## src/rtl/slprc_pkg.sv

```systemverilog
`timescale 1ns / 1ps
// ----------------------------------------------------------------------------
// slprc_pkg
// Shared types and constants for the sensor link retry controller.
// ----------------------------------------------------------------------------
package slprc_pkg;

  localparam logic [2:0] CMD_TICK   = 3'd0;
  localparam logic [2:0] CMD_PAIR   = 3'd1;
  localparam logic [2:0] CMD_ACK    = 3'd2;
  localparam logic [2:0] CMD_NAK    = 3'd3;
  localparam logic [2:0] CMD_REPAIR = 3'd4;

  localparam logic [1:0] MSG_NONE  = 2'd0;
  localparam logic [1:0] MSG_PAIR  = 2'd1;
  localparam logic [1:0] MSG_DATA  = 2'd2;
  localparam logic [1:0] MSG_HBEAT = 2'd3;

  localparam logic [1:0] PH_IDLE  = 2'd0;
  localparam logic [1:0] PH_WAIT  = 2'd1;
  localparam logic [1:0] PH_DELAY = 2'd2;
  localparam logic [1:0] PH_RWAIT = 2'd3;

  localparam logic [2:0] REG_UPDATE = 3'd0;
  localparam logic [2:0] REG_ACKTO  = 3'd1;
  localparam logic [2:0] REG_MAXRET = 3'd2;
  localparam logic [2:0] REG_PAIRIV = 3'd3;
  localparam logic [2:0] REG_MAXPA  = 3'd4;
  localparam logic [2:0] REG_HBEAT  = 3'd5;
  localparam logic [2:0] REG_HOLD   = 3'd6;
  localparam logic [2:0] REG_START  = 3'd7;

  localparam logic [31:0] COOLDOWN_MS  = 32'd60000;
  localparam logic [31:0] RETRY_GAP_MS = 32'd50;

  typedef struct packed {
    logic [2:0]  command;
    logic        pir_level;
    logic        pair_accepted;
    logic        ack_denied;
    logic        gateway_lost;
    logic [15:0] slot_in;
  } cmd_t;

  typedef struct packed {
    logic [1:0]  kind0;
    logic [15:0] seq0;
    logic [1:0]  kind1;
    logic [15:0] seq1;
    logic        two;
    logic        motion;
    logic        paired;
    logic        connected;
    logic [15:0] slot;
    logic [1:0]  phase;
  } res_t;

endpackage

```

## src/rtl/slprc_fifo.sv

```systemverilog
`timescale 1ns / 1ps
// ----------------------------------------------------------------------------
// slprc_fifo
// Two-entry item queue between the front and back parts.
// ----------------------------------------------------------------------------
module slprc_fifo (
  input  logic              clk,
  input  logic              rst,
  input  logic              in_valid,
  output logic              in_ready,
  input  slprc_pkg::cmd_t   in_data,
  output logic              out_valid,
  input  logic              out_ready,
  output slprc_pkg::cmd_t   out_data
);
  import slprc_pkg::*;

  cmd_t       mem [2];
  logic       wptr;
  logic       rptr;
  logic [1:0] count;

  assign in_ready  = (count != 2'd2);
  assign out_valid = (count != 2'd0);
  assign out_data  = mem[rptr];

  always_ff @(posedge clk) begin
    if (in_valid && in_ready) begin
      mem[wptr] <= in_data;
    end
    if (rst) begin
      wptr  <= 1'b0;
      rptr  <= 1'b0;
      count <= 2'd0;
    end else begin
      if (in_valid && in_ready) wptr <= ~wptr;
      if (out_valid && out_ready) rptr <= ~rptr;
      count <= count + {1'b0, in_valid && in_ready} - {1'b0, out_valid && out_ready};
    end
  end

  a_no_overflow: assert property (@(posedge clk) disable iff (rst)
    count == 2'd2 |-> !in_ready) else $error("queue overflow");
  a_count_range: assert property (@(posedge clk) disable iff (rst)
    count != 2'd3) else $error("bad queue count");
  a_empty_hold: assert property (@(posedge clk) disable iff (rst)
    count == 2'd0 && !in_valid |=> !out_valid) else $error("empty queue gave an item");

endmodule

```

## src/rtl/slprc_core.sv

```systemverilog
`timescale 1ns / 1ps
// ----------------------------------------------------------------------------
// slprc_core
// Back part: link state update, one item per cycle unless the result is held, registered result.
// ----------------------------------------------------------------------------
module slprc_core (
  input  logic             clk,
  input  logic             rst,
  input  logic             cfg_we,
  input  logic [2:0]       cfg_idx,
  input  logic [23:0]      cfg_data,
  input  logic             in_valid,
  output logic             in_ready,
  input  slprc_pkg::cmd_t  in_data,
  output logic             res_valid,
  input  logic             res_ready,
  output slprc_pkg::res_t  res_data
);
  import slprc_pkg::*;

  logic [23:0] update_iv, pair_iv, hbeat_iv, hold_t;
  logic [15:0] ack_to;
  logic [3:0]  max_ret, max_pa;
  logic        started;

  logic [31:0] now_ms, last_motion, last_send, last_pair, cool_end, last_hb;
  logic [31:0] ack_dl, retry_dl;
  logic        motion_held, is_paired, is_conn, ack_seen;
  logic [3:0]  pair_tries, retries;
  logic [1:0]  phase;
  logic [15:0] next_seq, slot;

  logic [31:0] now_ms_next, last_motion_next, last_send_next, last_pair_next;
  logic [31:0] cool_end_next, last_hb_next, ack_dl_next, retry_dl_next;
  logic        motion_held_next, is_paired_next, is_conn_next, ack_seen_next;
  logic [3:0]  pair_tries_next, retries_next;
  logic [1:0]  phase_next;
  logic [15:0] next_seq_next, slot_next;
  res_t        res_next;
  logic [1:0]  nmsg;
  logic        fire;

  assign in_ready = !res_valid || res_ready;
  assign fire     = in_valid && in_ready;

  always_comb begin
    now_ms_next = now_ms; last_motion_next = last_motion; last_send_next = last_send;
    last_pair_next = last_pair; cool_end_next = cool_end; last_hb_next = last_hb;
    ack_dl_next = ack_dl; retry_dl_next = retry_dl; motion_held_next = motion_held;
    is_paired_next = is_paired; is_conn_next = is_conn; ack_seen_next = ack_seen;
    pair_tries_next = pair_tries; retries_next = retries; phase_next = phase;
    next_seq_next = next_seq; slot_next = slot;
    res_next = '0;
    nmsg = 2'd0;
    case (in_data.command)
      CMD_TICK: begin
        now_ms_next = now_ms + 32'd1;
        if (in_data.pir_level) begin
          last_motion_next = now_ms_next;
          if (!motion_held) begin
            motion_held_next = 1'b1;
            last_send_next   = '0;
          end
        end else if (motion_held && (now_ms_next - last_motion) >= {8'd0, hold_t}) begin
          motion_held_next = 1'b0;
          last_send_next   = '0;
        end
        if (!is_paired) begin
          if (now_ms_next >= cool_end &&
              (now_ms_next - last_pair) > {8'd0, pair_iv}) begin
            last_pair_next  = now_ms_next;
            pair_tries_next = pair_tries + 4'd1;
            res_next.kind0  = MSG_PAIR;
            res_next.seq0   = next_seq;
            next_seq_next   = next_seq + 16'd1;
            ack_seen_next   = 1'b0;
            nmsg            = 2'd1;
            if (pair_tries_next >= max_pa) begin
              pair_tries_next = '0;
              cool_end_next   = now_ms_next + COOLDOWN_MS;
            end
          end
        end else begin
          unique case (phase)
            PH_IDLE: begin
              if ((now_ms_next - last_send_next) > {8'd0, update_iv}) begin
                last_send_next = now_ms_next;
                res_next.kind0 = MSG_DATA;
                res_next.seq0  = next_seq;
                next_seq_next  = next_seq + 16'd1;
                ack_seen_next  = 1'b0;
                nmsg           = 2'd1;
                phase_next     = PH_WAIT;
                ack_dl_next    = now_ms_next + {16'd0, ack_to};
              end
            end
            PH_WAIT, PH_RWAIT: begin
              if (ack_seen) begin
                is_conn_next = 1'b1;
                phase_next   = PH_IDLE;
                retries_next = '0;
              end else if (now_ms_next >= ack_dl) begin
                if (phase == PH_WAIT) is_conn_next = 1'b0;
                if (retries < max_ret) begin
                  retries_next  = retries + 4'd1;
                  phase_next    = PH_DELAY;
                  retry_dl_next = now_ms_next + RETRY_GAP_MS;
                end else begin
                  is_paired_next  = 1'b0;
                  pair_tries_next = '0;
                  last_pair_next  = '0;
                  phase_next      = PH_IDLE;
                  retries_next    = '0;
                end
              end
            end
            default: begin
              if (now_ms_next >= retry_dl) begin
                res_next.kind0 = MSG_DATA;
                res_next.seq0  = next_seq;
                next_seq_next  = next_seq + 16'd1;
                ack_seen_next  = 1'b0;
                nmsg           = 2'd1;
                phase_next     = PH_RWAIT;
                ack_dl_next    = now_ms_next + {16'd0, ack_to};
              end
            end
          endcase
          if ((now_ms_next - last_hb) > {8'd0, hbeat_iv}) begin
            last_hb_next = now_ms_next;
            if (is_paired_next) begin
              // heartbeat takes the first free result slot
              if (nmsg == 2'd0) begin
                res_next.kind0 = MSG_HBEAT;
                res_next.seq0  = next_seq_next;
              end else begin
                res_next.kind1 = MSG_HBEAT;
                res_next.seq1  = next_seq_next;
                res_next.two   = 1'b1;
              end
              next_seq_next = next_seq_next + 16'd1;
              ack_seen_next = 1'b0;
            end
          end
        end
      end
      CMD_PAIR: begin
        if (in_data.pair_accepted) begin
          slot_next = in_data.slot_in;
          is_paired_next = 1'b1;
          is_conn_next = 1'b1;
        end
      end
      CMD_ACK: begin
        is_paired_next = is_paired && !in_data.ack_denied;
        is_conn_next   = !in_data.ack_denied;
        ack_seen_next  = 1'b1;
      end
      CMD_NAK: begin
        if (in_data.gateway_lost) begin
          is_paired_next = 1'b0;
          is_conn_next = 1'b0;
          pair_tries_next = '0;
        end
      end
      CMD_REPAIR: begin
        is_paired_next = 1'b0;
        is_conn_next = 1'b0;
        pair_tries_next = '0;
        res_next.kind0 = MSG_PAIR;
        res_next.seq0 = next_seq;
        next_seq_next = next_seq + 16'd1;
        ack_seen_next = 1'b0;
      end
      default: ;
    endcase
    res_next.motion    = motion_held_next;
    res_next.paired    = is_paired_next;
    res_next.connected = is_conn_next;
    res_next.slot      = slot_next;
    res_next.phase     = phase_next;
  end

  always_ff @(posedge clk) begin
    if (fire) res_data <= res_next;
    if (rst) begin
      update_iv <= 24'd5000; ack_to <= 16'd500; max_ret <= 4'd3;
      pair_iv <= 24'd5000; max_pa <= 4'd5; hbeat_iv <= 24'd30000;
      hold_t <= 24'd30000; started <= 1'b0;
      now_ms <= '0; last_motion <= '0; last_send <= '0; last_pair <= '0;
      cool_end <= '0; last_hb <= '0; ack_dl <= '0; retry_dl <= '0;
      motion_held <= 1'b0; is_paired <= 1'b0; is_conn <= 1'b0; ack_seen <= 1'b0;
      pair_tries <= '0; retries <= '0; phase <= PH_IDLE;
      next_seq <= '0; slot <= '0; res_valid <= 1'b0;
    end else begin
      if (cfg_we) begin
        unique case (cfg_idx)
          REG_UPDATE: update_iv <= cfg_data;
          REG_ACKTO:  ack_to    <= cfg_data[15:0];
          REG_MAXRET: max_ret   <= cfg_data[3:0];
          REG_PAIRIV: pair_iv   <= cfg_data;
          REG_MAXPA:  max_pa    <= cfg_data[3:0];
          REG_HBEAT:  hbeat_iv  <= cfg_data;
          REG_HOLD:   hold_t    <= cfg_data;
          default: begin
            // stored gateway flag only matters before the first item
            if (!started) is_paired <= cfg_data[0];
          end
        endcase
      end
      if (fire) begin
        started <= 1'b1;
        now_ms <= now_ms_next; last_motion <= last_motion_next;
        last_send <= last_send_next; last_pair <= last_pair_next;
        cool_end <= cool_end_next; last_hb <= last_hb_next;
        ack_dl <= ack_dl_next; retry_dl <= retry_dl_next;
        motion_held <= motion_held_next; is_paired <= is_paired_next;
        is_conn <= is_conn_next; ack_seen <= ack_seen_next;
        pair_tries <= pair_tries_next; retries <= retries_next;
        phase <= phase_next; next_seq <= next_seq_next; slot <= slot_next;
        res_valid <= 1'b1;
      end else if (res_ready) begin
        res_valid <= 1'b0;
      end
    end
  end

  a_time_step: assert property (@(posedge clk) disable iff (rst)
    fire && in_data.command == CMD_TICK |=> now_ms == $past(now_ms) + 32'd1)
    else $error("tick did not advance time");
  a_time_hold: assert property (@(posedge clk) disable iff (rst)
    !fire |=> $stable(now_ms)) else $error("time moved without an item");
  a_unpaired_phase: assert property (@(posedge clk) disable iff (rst)
    fire && !is_paired && in_data.command == CMD_TICK |=> $stable(phase))
    else $error("send phase moved while unpaired");

endmodule

```

## src/rtl/slprc_out.sv

```systemverilog
`timescale 1ns / 1ps
// ----------------------------------------------------------------------------
// slprc_out
// Result sequencer: splits a result record into one or two output items.
// ----------------------------------------------------------------------------
module slprc_out (
  input  logic             clk,
  input  logic             rst,
  input  logic             in_valid,
  output logic             in_ready,
  input  slprc_pkg::res_t  in_data,
  output logic             out_valid,
  input  logic             out_ready,
  output logic [1:0]       message_kind,
  output logic [15:0]      sequence_res,
  output logic             motion,
  output logic             paired,
  output logic             connected,
  output logic [15:0]      slot,
  output logic [1:0]       send_phase,
  output logic             last
);
  import slprc_pkg::*;

  logic second;

  assign out_valid    = in_valid;
  assign message_kind = second ? in_data.kind1 : in_data.kind0;
  assign sequence_res = second ? in_data.seq1 : in_data.seq0;
  assign motion       = in_data.motion;
  assign paired       = in_data.paired;
  assign connected    = in_data.connected;
  assign slot         = in_data.slot;
  assign send_phase   = in_data.phase;
  assign last         = second || !in_data.two;
  // release the record only after its final item
  assign in_ready     = out_ready && last;

  always_ff @(posedge clk) begin
    if (rst) begin
      second <= 1'b0;
    end else if (in_valid && out_ready) begin
      second <= !last;
    end
  end

  a_second_two: assert property (@(posedge clk) disable iff (rst)
    second |-> in_valid && in_data.two) else $error("second item without record");
  a_second_done: assert property (@(posedge clk) disable iff (rst)
    second && out_ready |=> !second) else $error("second item repeated");
  a_first_then: assert property (@(posedge clk) disable iff (rst)
    in_valid && in_data.two && !second && out_ready |=> second)
    else $error("second item lost");

endmodule

```

## src/rtl/sensor_link_pair_retry_controller_unit.sv

```systemverilog
`timescale 1ns / 1ps
// ----------------------------------------------------------------------------
// sensor_link_pair_retry_controller_unit
// Motion sensor link controller: pairing, data sends with retry, heartbeat.
// ----------------------------------------------------------------------------
// An accepted item enters a two-entry queue, is applied to the link state by
// the core and leaves as one output item, or two when a data send and a
// heartbeat fall on the same tick. One item per cycle is taken while the
// output is ready and each gives a single output item; a two-item result
// holds the output stage until both are taken. Configuration writes take
// effect at once and must be made while idle; the block does not enforce it.
module sensor_link_pair_retry_controller_unit (
  input  logic        clk,
  input  logic        rst,
  input  logic        cfg_we,
  input  logic [2:0]  cfg_idx,
  input  logic [23:0] cfg_data,
  input  logic        in_valid,
  output logic        in_ready,
  input  logic [2:0]  command,
  input  logic        pir_level,
  input  logic        pair_accepted,
  input  logic        ack_denied,
  input  logic        gateway_lost,
  input  logic [15:0] slot_in,
  output logic        out_valid,
  input  logic        out_ready,
  output logic [1:0]  message_kind,
  output logic [15:0] sequence_res,
  output logic        motion,
  output logic        paired,
  output logic        connected,
  output logic [15:0] slot,
  output logic [1:0]  send_phase,
  output logic        last
);
  import slprc_pkg::*;

  cmd_t in_item, q_item;
  res_t res;
  logic q_valid, q_ready, r_valid, r_ready;

  assign in_item = '{command: command, pir_level: pir_level,
                     pair_accepted: pair_accepted, ack_denied: ack_denied,
                     gateway_lost: gateway_lost, slot_in: slot_in};

  slprc_fifo u_fifo (
    .clk, .rst, .in_valid, .in_ready, .in_data(in_item),
    .out_valid(q_valid), .out_ready(q_ready), .out_data(q_item)
  );

  slprc_core u_core (
    .clk, .rst, .cfg_we, .cfg_idx, .cfg_data,
    .in_valid(q_valid), .in_ready(q_ready), .in_data(q_item),
    .res_valid(r_valid), .res_ready(r_ready), .res_data(res)
  );

  slprc_out u_out (
    .clk, .rst, .in_valid(r_valid), .in_ready(r_ready), .in_data(res),
    .out_valid, .out_ready, .message_kind, .sequence_res, .motion, .paired,
    .connected, .slot, .send_phase, .last
  );

endmodule
```

## config.mk

```make
export PLATFORM = sky130hd
export DESIGN_NAME = sensor_link_pair_retry_controller_unit
export DESIGN_NICKNAME = d
export VERILOG_FILES = /design/src/rtl/slprc_pkg.sv /design/src/rtl/slprc_fifo.sv /design/src/rtl/slprc_core.sv /design/src/rtl/slprc_out.sv /design/src/rtl/sensor_link_pair_retry_controller_unit.sv
export SDC_FILE = /design/constraint.sdc
export NUM_CORES = 2
export LEC_CHECK = 0
export ABC_CLOCK_PERIOD_IN_PS = 16250
export BUFFER_PORTS_ARGS = -buffer_cell sky130_fd_sc_hd__buf_2
export CORE_MARGIN = 5
export CORE_UTILIZATION = 50
export CTS_BUF_LIST = sky130_fd_sc_hd__clkbuf_4
export DETAILED_ROUTE_END_ITERATION = 8
export GPL_TIMING_DRIVEN = 0
export PLACE_DENSITY = 0.66
export RECOVER_POWER = 100
export SETUP_SLACK_MARGIN = 0.5
export SLEW_MARGIN = 20
export SYNTH_ARGS = -nofsm -noshare
export SYNTH_HDL_FRONTEND = slang
export SYNTH_SLANG_ARGS = --single-unit
```

## constraint.sdc

```tcl
create_clock -name clk -period 16.25 [get_ports clk]
set_input_delay 1.625 -clock clk [delete_from_list [all_inputs] [get_ports clk]]
set_output_delay 1.625 -clock clk [all_outputs]
set_load 0.03 [all_outputs]
```

==> results_dict.tcl <==
set metrics [dict create \
    startpoint_type "flop" \
    hold_viol 0 \
    clk_pin_slew_ns 0.07 \
    ant_nets 0 \
    grt_pass1_wl_um 178000 \
    ys_top_cells_by_area "dfxtp_1, ha_1, edfxtp_1" \
    core_um2 69900 \
    ys.flop_type "dfxtp_1" \
    antenna_found_initial 4 \
    violations "max-capacitance violations, max-slew violations" \
    worstPathMaxFanout 12 \
    drive_gt1_share_pct 8.57 \
    drt-initial-drc-count 3487 \
    grt_usage_pct 30.7 \
    synth_cell_type_count 95 \
    synthArstFlopShare_pct 0 \
    finClkSkew_ns 0.0970 \
    clkLatencyLatePin_ns 1.07 \
    ios 97 \
    regToRegSetupSlack_ns 0.88 \
    r2r-start "u_core.now_ms[0]$_SDFFE_PP0P_" \
    post-route-min-period_ns 15.37 \
    finalSetupViolCount 0 \
    yosysSeqAreaShare_pct 33.2 \
    place.gp.congestion 0.954 \
    clockBufferDepth 3 \
    fin_area_um2 39100 \
    cp-end-kind "flop" \
    synth_area_leader_cell "dfxtp_1" \
    synth_nets 4781 \
    arrival_ns 16.11 \
    syn_inst 4369 \
    whs_endpoint "u_core.ack_dl[25]$_SDFFE_PP0P_" \
    min_period_over_period_pct 94.6 \
    holdPathStages 2 \
    maxCapViolCount 2 \
    grt_pass1_vias 30400 \
    wl_met1_um 53300 \
    first_pass_iters 5 \
    dp_hpwl_um 87400 \
    met3_length_um 10800 \
    rsz0062_at_grt "no" \
    synth_edf_count 102 \
    netlist_area_um2 35200 \
    rows 97 \
    max_freq_mhz 65.1 \
    cts_root_buffer "clkbuf_4" \
    crit_slowest_cell "xor2_1" \
    powerDensity_nw_per_um2 115 \
    portBuffers 92 \
    cts_buffers 150 \
    place_worst_setup_slack_ns -0.529 \
    start_util_pct 50.4 \
    vias 33100 \
    worstPathRequired_ns 16.99 \
    ys_seq_elements 532 \
    drcViolationCount 0 \
    layout_setup_ws_ns 0.885 \
    wl_met2_um 50300 \
    syn_avg_cell_area_um2 8.06 \
    ys_warn_count 0 \
    reg2reg_depth 50 \
    die_x_um 275 \
    cts_hold_buf 0 \
    tightest_slew_ns 2.06 \
    final_core_utilization_pct 55.9 \
    die_area_um2 75800 \
    area_growth_pct 10.9 \
    grt_overflow 0 \
    criticalPathCategory "flop to flop" \
    drv_slew 59 \
    htree_levels 4 \
    grt_max_degree 35 \
    placed_area_um2 37100 \
    min_from "u_core.ack_dl[25]$_SDFFE_PP0P_" \
    nNetsFinal 5043 \
    cts_tree "built" \
    p_leak_nw 16.0 \
    cpMostUsedCell "a21oi_1" \
    via_per_inst 5.82 \
    worstReg2RegEnd "u_core.res_data[46]$_DFFE_PP_" \
    fin_total_pwr_mw 4.49 \
    top_layer "met4" \
    slowest_delay_ns 1.00 \
    chipHeight_um 275 \
    drt-wirelength-per-cell_um 21.1 \
    status "finished with violations" \
    worst_slew_margin_rel_pct -37.6 \
    clock-sinks 532 \
    yosysTopAreaCellShare_pct 24.5 \
    wirelength_um 120000 \
    worst_ir_drop_vdd_v 0.0000880 \
    hold_class "flop to flop" \
]
worst max-delay path by stage:
stage	startpoint	endpoint	slack, ns
5_1_grt	u_core.now_ms[0]$_SDFFE_PP0P_	u_core.next_seq[10]$_SDFFE_PP0P_	0.26
6_report	u_core.now_ms[0]$_SDFFE_PP0P_	u_core.res_data[46]$_DFFE_PP_	0.88
3_5_place_dp	u_core.now_ms[0]$_SDFFE_PP0P_	u_core.next_seq[10]$_SDFFE_PP0P_	-0.53
2_1_floorplan	u_core.now_ms[0]$_SDFFE_PP0P_	u_core.next_seq[10]$_SDFFE_PP0P_	4.35
3_3_place_gp	u_core.now_ms[0]$_SDFFE_PP0P_	u_core.next_seq[10]$_SDFFE_PP0P_	-0.33
4_1_cts	u_core.now_ms[0]$_SDFFE_PP0P_	u_core.next_seq[10]$_SDFFE_PP0P_	0.51
layout make-up:
cell class | instances | area [um2]
Clock buffer | 205 | 1540
Antenna cell | 6 | 15.0
Buffer | 220 | 932
Multi-Input combinational cell | 3244 | 21400
Tap cell | 940 | 1180
Timing Repair Buffer | 110 | 569
Sequential cell | 532 | 11700
Fill cell | 6869 | 30900
Inverter | 373 | 1420
Clock inverter | 53 | 305
critical path: cells and delay by family (launching register included):
kind	cells	cell delay [ns]
AOI/OAI and AO/OA	21	4.57
and+or+nand+nor	15	4.00
buffers and inverters	6	2.47
adders and majority gates	4	1.61
xor gates and xnor gates	2	1.15
DFF	1	0.70
muxes	2	0.49
synthesized netlist by cell type, types with 48 or more instances:
cell	instances
a211oi_1	85
a21o_1	115
a21oi_1	410
a22oi_1	76
and3_1	48
clkbuf_1	179
dfxtp_1	430
edfxtp_1	102
ha_1	352
inv_1	367
mux2i_1	70
nand2_1	469
nand3_1	87
nand4_1	59
nor2_1	537
nor2b_1	51
nor3_1	71
o21ai_0	142
xnor2_1	147
xor2_1	83
metrics by stage:
stage          std cells  hold WS, ns  setup TNS (ns)
2_1_floorplan       4369        0.432               0
3_3_place_gp        5401        0.441          -0.690
3_5_place_dp        5408        0.446           -1.93
4_1_cts             5672        0.454               0
5_1_grt             5682        0.463               0
6_report            5683        0.451               0
report_power, final:
group          internal, mW  switching [mW]  leakage [nW]
combinational         0.574            1.14          10.5
clock                 0.610           0.632          1.09
sequential             1.49          0.0513          4.45
total                  2.67            1.82          16.0
layer usage:
layer,up-vias,GRT usage [%]
met5,-,0
met4,0,13.1
met1,15600,42.5
li1,15800,-
met3,282,6.65
met2,1304,46.3
flip-flops by register name, summed over array words and instances (netlist names), 32 cells and up, named ones only:
| name | flops |
|---|---|
| u_core.ack_dl | 32 |
| u_core.cool_end | 32 |
| u_core.last_hb | 32 |
| u_core.last_motion | 32 |
| u_core.last_pair | 32 |
| u_core.last_send | 32 |
| u_core.now_ms | 32 |
| u_core.res_data | 56 |
| u_core.retry_dl | 32 |
| u_fifo.mem | 46 |
placed cells by master (no fill, tap or decap), types with 44 or more instances in the layout:
cell / n
clkbuf_1: 239
nor2b_1: 51
inv_1: 365
and3_1: 48
nor2_1: 535
a22oi_1: 76
clkbuf_4: 206
nand2b_1: 44
nand2_1: 470
mux2i_1: 70
dfxtp_1: 429
ha_1: 352
a21o_1: 115
buf_2: 44
nand3_1: 87
nor3_1: 70
a21oi_1: 410
o21ai_0: 142
edfxtp_1: 102
a211oi_1: 84
xor2_1: 72
xnor2_1: 136
nand4_1: 59
cell families after synthesis:
group	synth area share (%)
buffers and inverters	6.65
muxes	2.78
AOI/OAI and AO/OA	19.8
xor gates and xnor gates	5.92
and+or+nand+nor	18.9
DFF	33.2
adders and majority gates	12.8
repair_timing:
action / CTS / global route
pin swaps: 0 / 1
buffers inserted: 6 / 5
setup endpoints to repair: 73 / 50
resized for setup: 13 / 14
Note: power is estimated with default switching activity, not from simulation.
